File: src/tbc_pkg.sv
// Shared codes, entry layout and controller/datapath link types for the block cache.
`timescale 1ns / 1ps
`default_nettype none
package tbc_pkg;

  localparam int DEPTH_DEFAULT = 64;

  // Operation codes carried in func.
  localparam logic [2:0] FN_LOOKUP    = 3'd0;
  localparam logic [2:0] FN_INSERT    = 3'd1;
  localparam logic [2:0] FN_INV_SPACE = 3'd2;
  localparam logic [2:0] FN_INV_RANGE = 3'd3;
  localparam logic [2:0] FN_INV_ALL   = 3'd4;

  // Result status codes.
  localparam logic [1:0] ST_OK    = 2'd0;
  localparam logic [1:0] ST_MISS  = 2'd1;
  localparam logic [1:0] ST_INVAL = 2'd2;
  localparam logic [1:0] ST_STALE = 2'd3;

  localparam int IN_TDATA_W  = 296;
  localparam int OUT_TDATA_W = 216;

  // One stored translated block.
  typedef struct packed {
    logic [15:0] space;
    logic [63:0] start_pc;
    logic [63:0] end_pc;
    logic [63:0] generation;
    logic [31:0] instr;
    logic [31:0] handle;
    logic [15:0] words;
  } entry_t;

  // Commands from the controller to the datapath.
  typedef struct packed {
    logic capture;
    logic decide;
    logic rd;
    logic cmp;
    logic fin;
    logic load;
  } cmd_t;

  // Status from the datapath to the controller.
  typedef struct packed {
    logic need_scan;
    logic scan_done;
    logic matched;
    logic out_free;
  } sts_t;

endpackage
`default_nettype wire

File: src/tbc_ctrl.sv
// Controller state machine that sequences decode, scan, commit and result hand-off.
`timescale 1ns / 1ps
`default_nettype none
module tbc_ctrl (
  input  wire logic          clk,
  input  wire logic          rst,
  input  wire logic          s_tvalid,
  output logic               s_tready,
  output tbc_pkg::cmd_t      cmd,
  input  wire tbc_pkg::sts_t sts
);

  localparam logic [2:0] S_IDLE   = 3'd0;
  localparam logic [2:0] S_DECIDE = 3'd1;
  localparam logic [2:0] S_RD     = 3'd2;
  localparam logic [2:0] S_CMP    = 3'd3;
  localparam logic [2:0] S_FIN    = 3'd4;
  localparam logic [2:0] S_OUT    = 3'd5;

  logic [2:0] state;
  logic [2:0] state_next;

  assign s_tready = (state == S_IDLE);

  // Next state and command decode.
  always_comb begin
    state_next  = state;
    cmd         = '0;
    cmd.capture = s_tvalid && (state == S_IDLE);
    case (state)
      S_IDLE: begin
        if (s_tvalid) state_next = S_DECIDE;
      end
      S_DECIDE: begin
        cmd.decide = 1'b1;
        state_next = sts.need_scan ? S_RD : S_FIN;
      end
      S_RD: begin
        if (sts.scan_done) begin
          state_next = S_FIN;
        end else begin
          cmd.rd     = 1'b1;
          state_next = S_CMP;
        end
      end
      S_CMP: begin
        cmd.cmp    = 1'b1;
        state_next = sts.matched ? S_FIN : S_RD;
      end
      S_FIN: begin
        cmd.fin    = 1'b1;
        state_next = S_OUT;
      end
      S_OUT: begin
        if (sts.out_free) begin
          cmd.load   = 1'b1;
          state_next = S_IDLE;
        end
      end
      default: state_next = S_IDLE;
    endcase
  end

  always_ff @(posedge clk) begin
    if (rst) state <= S_IDLE;
    else     state <= state_next;
  end

endmodule
`default_nettype wire

File: config.mk
export PLATFORM = sky130hd
export DESIGN_NAME = tbc_ctrl
export DESIGN_NICKNAME = d
export VERILOG_FILES = /design/src/tbc_pkg.sv /design/src/tbc_ctrl.sv
export SDC_FILE = /design/constraint.sdc
export NUM_CORES = 1
export LEC_CHECK = 0
export BUFFER_PORTS_ARGS = -buffer_cell sky130_fd_sc_hd__buf_2
export CORE_AREA = 4 4 41 43
export DETAILED_ROUTE_END_ITERATION = 16
export DIE_AREA = 0 0 45 47
export PLACE_DENSITY_LB_ADDON = 0.2
export SYNTH_ARGS = -nofsm -noshare
export SYNTH_HDL_FRONTEND = slang
export SYNTH_SLANG_ARGS = --single-unit
File: constraint.sdc
create_clock -name clk -period 3.35 [get_ports clk]
set_clock_uncertainty 0.15 [all_clocks]
set_input_delay 0.5025 -clock clk [delete_from_list [all_inputs] [get_ports clk]]
set_output_delay 0.5025 -clock clk [all_outputs]
set_load 0.05 [all_outputs]
==> qor.csv <==
metric,value,unit
vias,248,
start_util,19.3,%
dieArea,0.00212,sq mm
diodes,0,
cts_resized,0,
drc,0,
grt_overflow,0,
grt_use_total,7.19,%
routed_wl,639,um
setup_viol,0,
crit_slowest_cell,dfxtp_1,
cts_tree,yes,
yosysMostFrequentCell,nor2_1,
syn-num-nets,35,
worstHoldPathType,input pin to flip-flop,
synth_area_per_cell,8.98,sq um
clockBufferDepth,2,
gp_congestion,0.703,
final_net_count,50,
ys_async_sr_fraction,0,%
synth-edff-count,0,
worstPathCellList,"nor4b_2, buf_2",
leakage,0.151,nW
end_kind,output pin,
die_h,47,um
synth_top_area_share,23.9,%
top_regs,state x3,
hpwl,505,um
post-route-min-period,2080,ps
post_cts_buffers,0,
synth_seq_area_share,23.9,%
ys.flop_type,dfxtp_1,
dp.cells,53,
synth_area,251,sq um
hold_buffers,0,
fmax,0.480,GHz
htreeDepth,1,
worstSetupPathType,flip-flop to output pin,
ys_warn_count,0,
syn_to_final_growth,35.3,%
die_width,45,um
clock_latency,230,ps
slew_headroom,77.3,%
core,0.00130,sq mm
finalMaxSlewViolations,0,
period_share,62.2,%
cts_buffers,3,
ir_worst_vdd,0.211,mV
synth_cells,28,
synth.cells.most_frequent,"nor2_1 (5), dfxtp_1 (3), buf_2 (2), nor3b_1 (2)",
clkTransAtPathRegs,40,ps
path_max_fanout,11,
cp.arrival,1430,ps
report.final.hold_viol_count,0,
final_cells,57,
maxCapViolations,0,
largest_reg_flops,3,
cp-start-kind,flip-flop,
grt_max_degree,12,
ys_top_cells_by_area,"dfxtp_1 (24%), nor2_1 (7.5%), a221oi_2 (6.0%)",
row_count,13,
max_stage_delay,500,ps
grt_first_pass_wirelength,1110,um
top_register,state,
tightest_slew,340,ps
drt-wirelength-per-cell,11.2,um
outcome,"finished, final reports clean",
root_buffer,clkbuf_4,
required,2700,ps
antenna_found_initial,0,
drt-initial-drc-count,6,
final.setup.tns,0,ps
pin_count,14,
rsz0062_at_grt,false,
synth_area_leader_cell,dfxtp_1,
clock_sink_count,3,
ys_types,20,
routed_via_density,4.35,
port_buffers,13,
ys_seq_elements,3,
postRouteAntennaNets,0,
drive_gt1_share,54.8,%
grt_pass1_vias,232,
power.density,529,mW/mm^2
dr.pass1.iters,2,
==> critical path, delay by kind of cell, from the launching register on <==
| family | cells | cell delay [ps] |
|---|---|---|
| DFF | 1 | 500 |
| and+or+nand+nor | 1 | 370 |
| buffers and inverters | 1 | 330 |
==> power by group <==
group	switching [mW]	leakage, nW	total [mW]	internal [mW]
Clock	0.0159	0.0150	0.0603	0.0444
Combinational	0.0459	0.111	0.0698	0.0239
Sequential	0.00997	0.0247	0.0498	0.0399
==> final timing paths <==
path | cells past startpoint | slack (ps) | start | to
max | 2 | 1270 | state[1]$_SDFFE_PP0P_ | cmd[3]
min | 2 | 320 | rst | state[2]$_SDFFE_PP0P_
max reg2reg | 3 | 1860 | state[1]$_SDFFE_PP0P_ | state[2]$_SDFFE_PP0P_
min reg2reg | 2 | 490 | state[1]$_SDFFE_PP0P_ | state[2]$_SDFFE_PP0P_
==> kinds of logic after synthesis <==
family / count (synthesis) / synth area share, %
DFF: 3 / 23.9
and+or+nand+nor: 17 / 49.7
AOI/OAI and AO/OA: 4 / 16.4
buffers and inverters: 4 / 9.95
==> layout by cell type (no fill, tap or decap), drive strengths merged <==
cell type,n
nor2b,1
a221oi,2
dfxtp,3
nand2b,1
nor3,1
buf,13
nor2,5
nor4b,2
nor3b,2
and3b,1
o32a,1
nand3b,1
a211oi,1
inv,1
nand2,1
and2b,2
clkbuf,4
==> metrics by stage <==
| stage | area [sq um] | hold WS (ps) | worst slack, ps | power, mW | util [%] |
|---|---|---|---|---|---|
| final | 340 | 321 | 1270 | 0.180 | 26.2 |
| after detailed placement | 314 | 480 | 1430 | 0.121 | 24.1 |
| after global placement | 314 | 480 | 1440 | 0.120 | 24.1 |
| after floorplan | 251 | 419 | 589 | 0.106 | - |
| after CTS | 340 | 316 | 1270 | 0.183 | 26.2 |
| after global routing | 340 | 326 | 1140 | 0.195 | 26.2 |
==> per-layer routing <==
| layer | vias up | GRT usage [%] | routed length [um] |
|---|---|---|---|
| met5 | - | 0 | 0 |
| met4 | 0 | 1.75 | 0 |
| met3 | 0 | 3.07 | 35 |
| met2 | 7 | 11.6 | 304 |
| met1 | 112 | 8.86 | 299 |
| li1 | 129 | - | - |
==> layout make-up <==
cell class              instances  area, sq um
inverters                       1         3.75
clock buffers                   4         26.3
flip-flops and latches          3         60.1
repair buffers                 13         65.1
well taps                      15         18.8
multi-input cells              21          166
fillers                       162          961
Note: power is estimated with default switching activity, not from simulation.
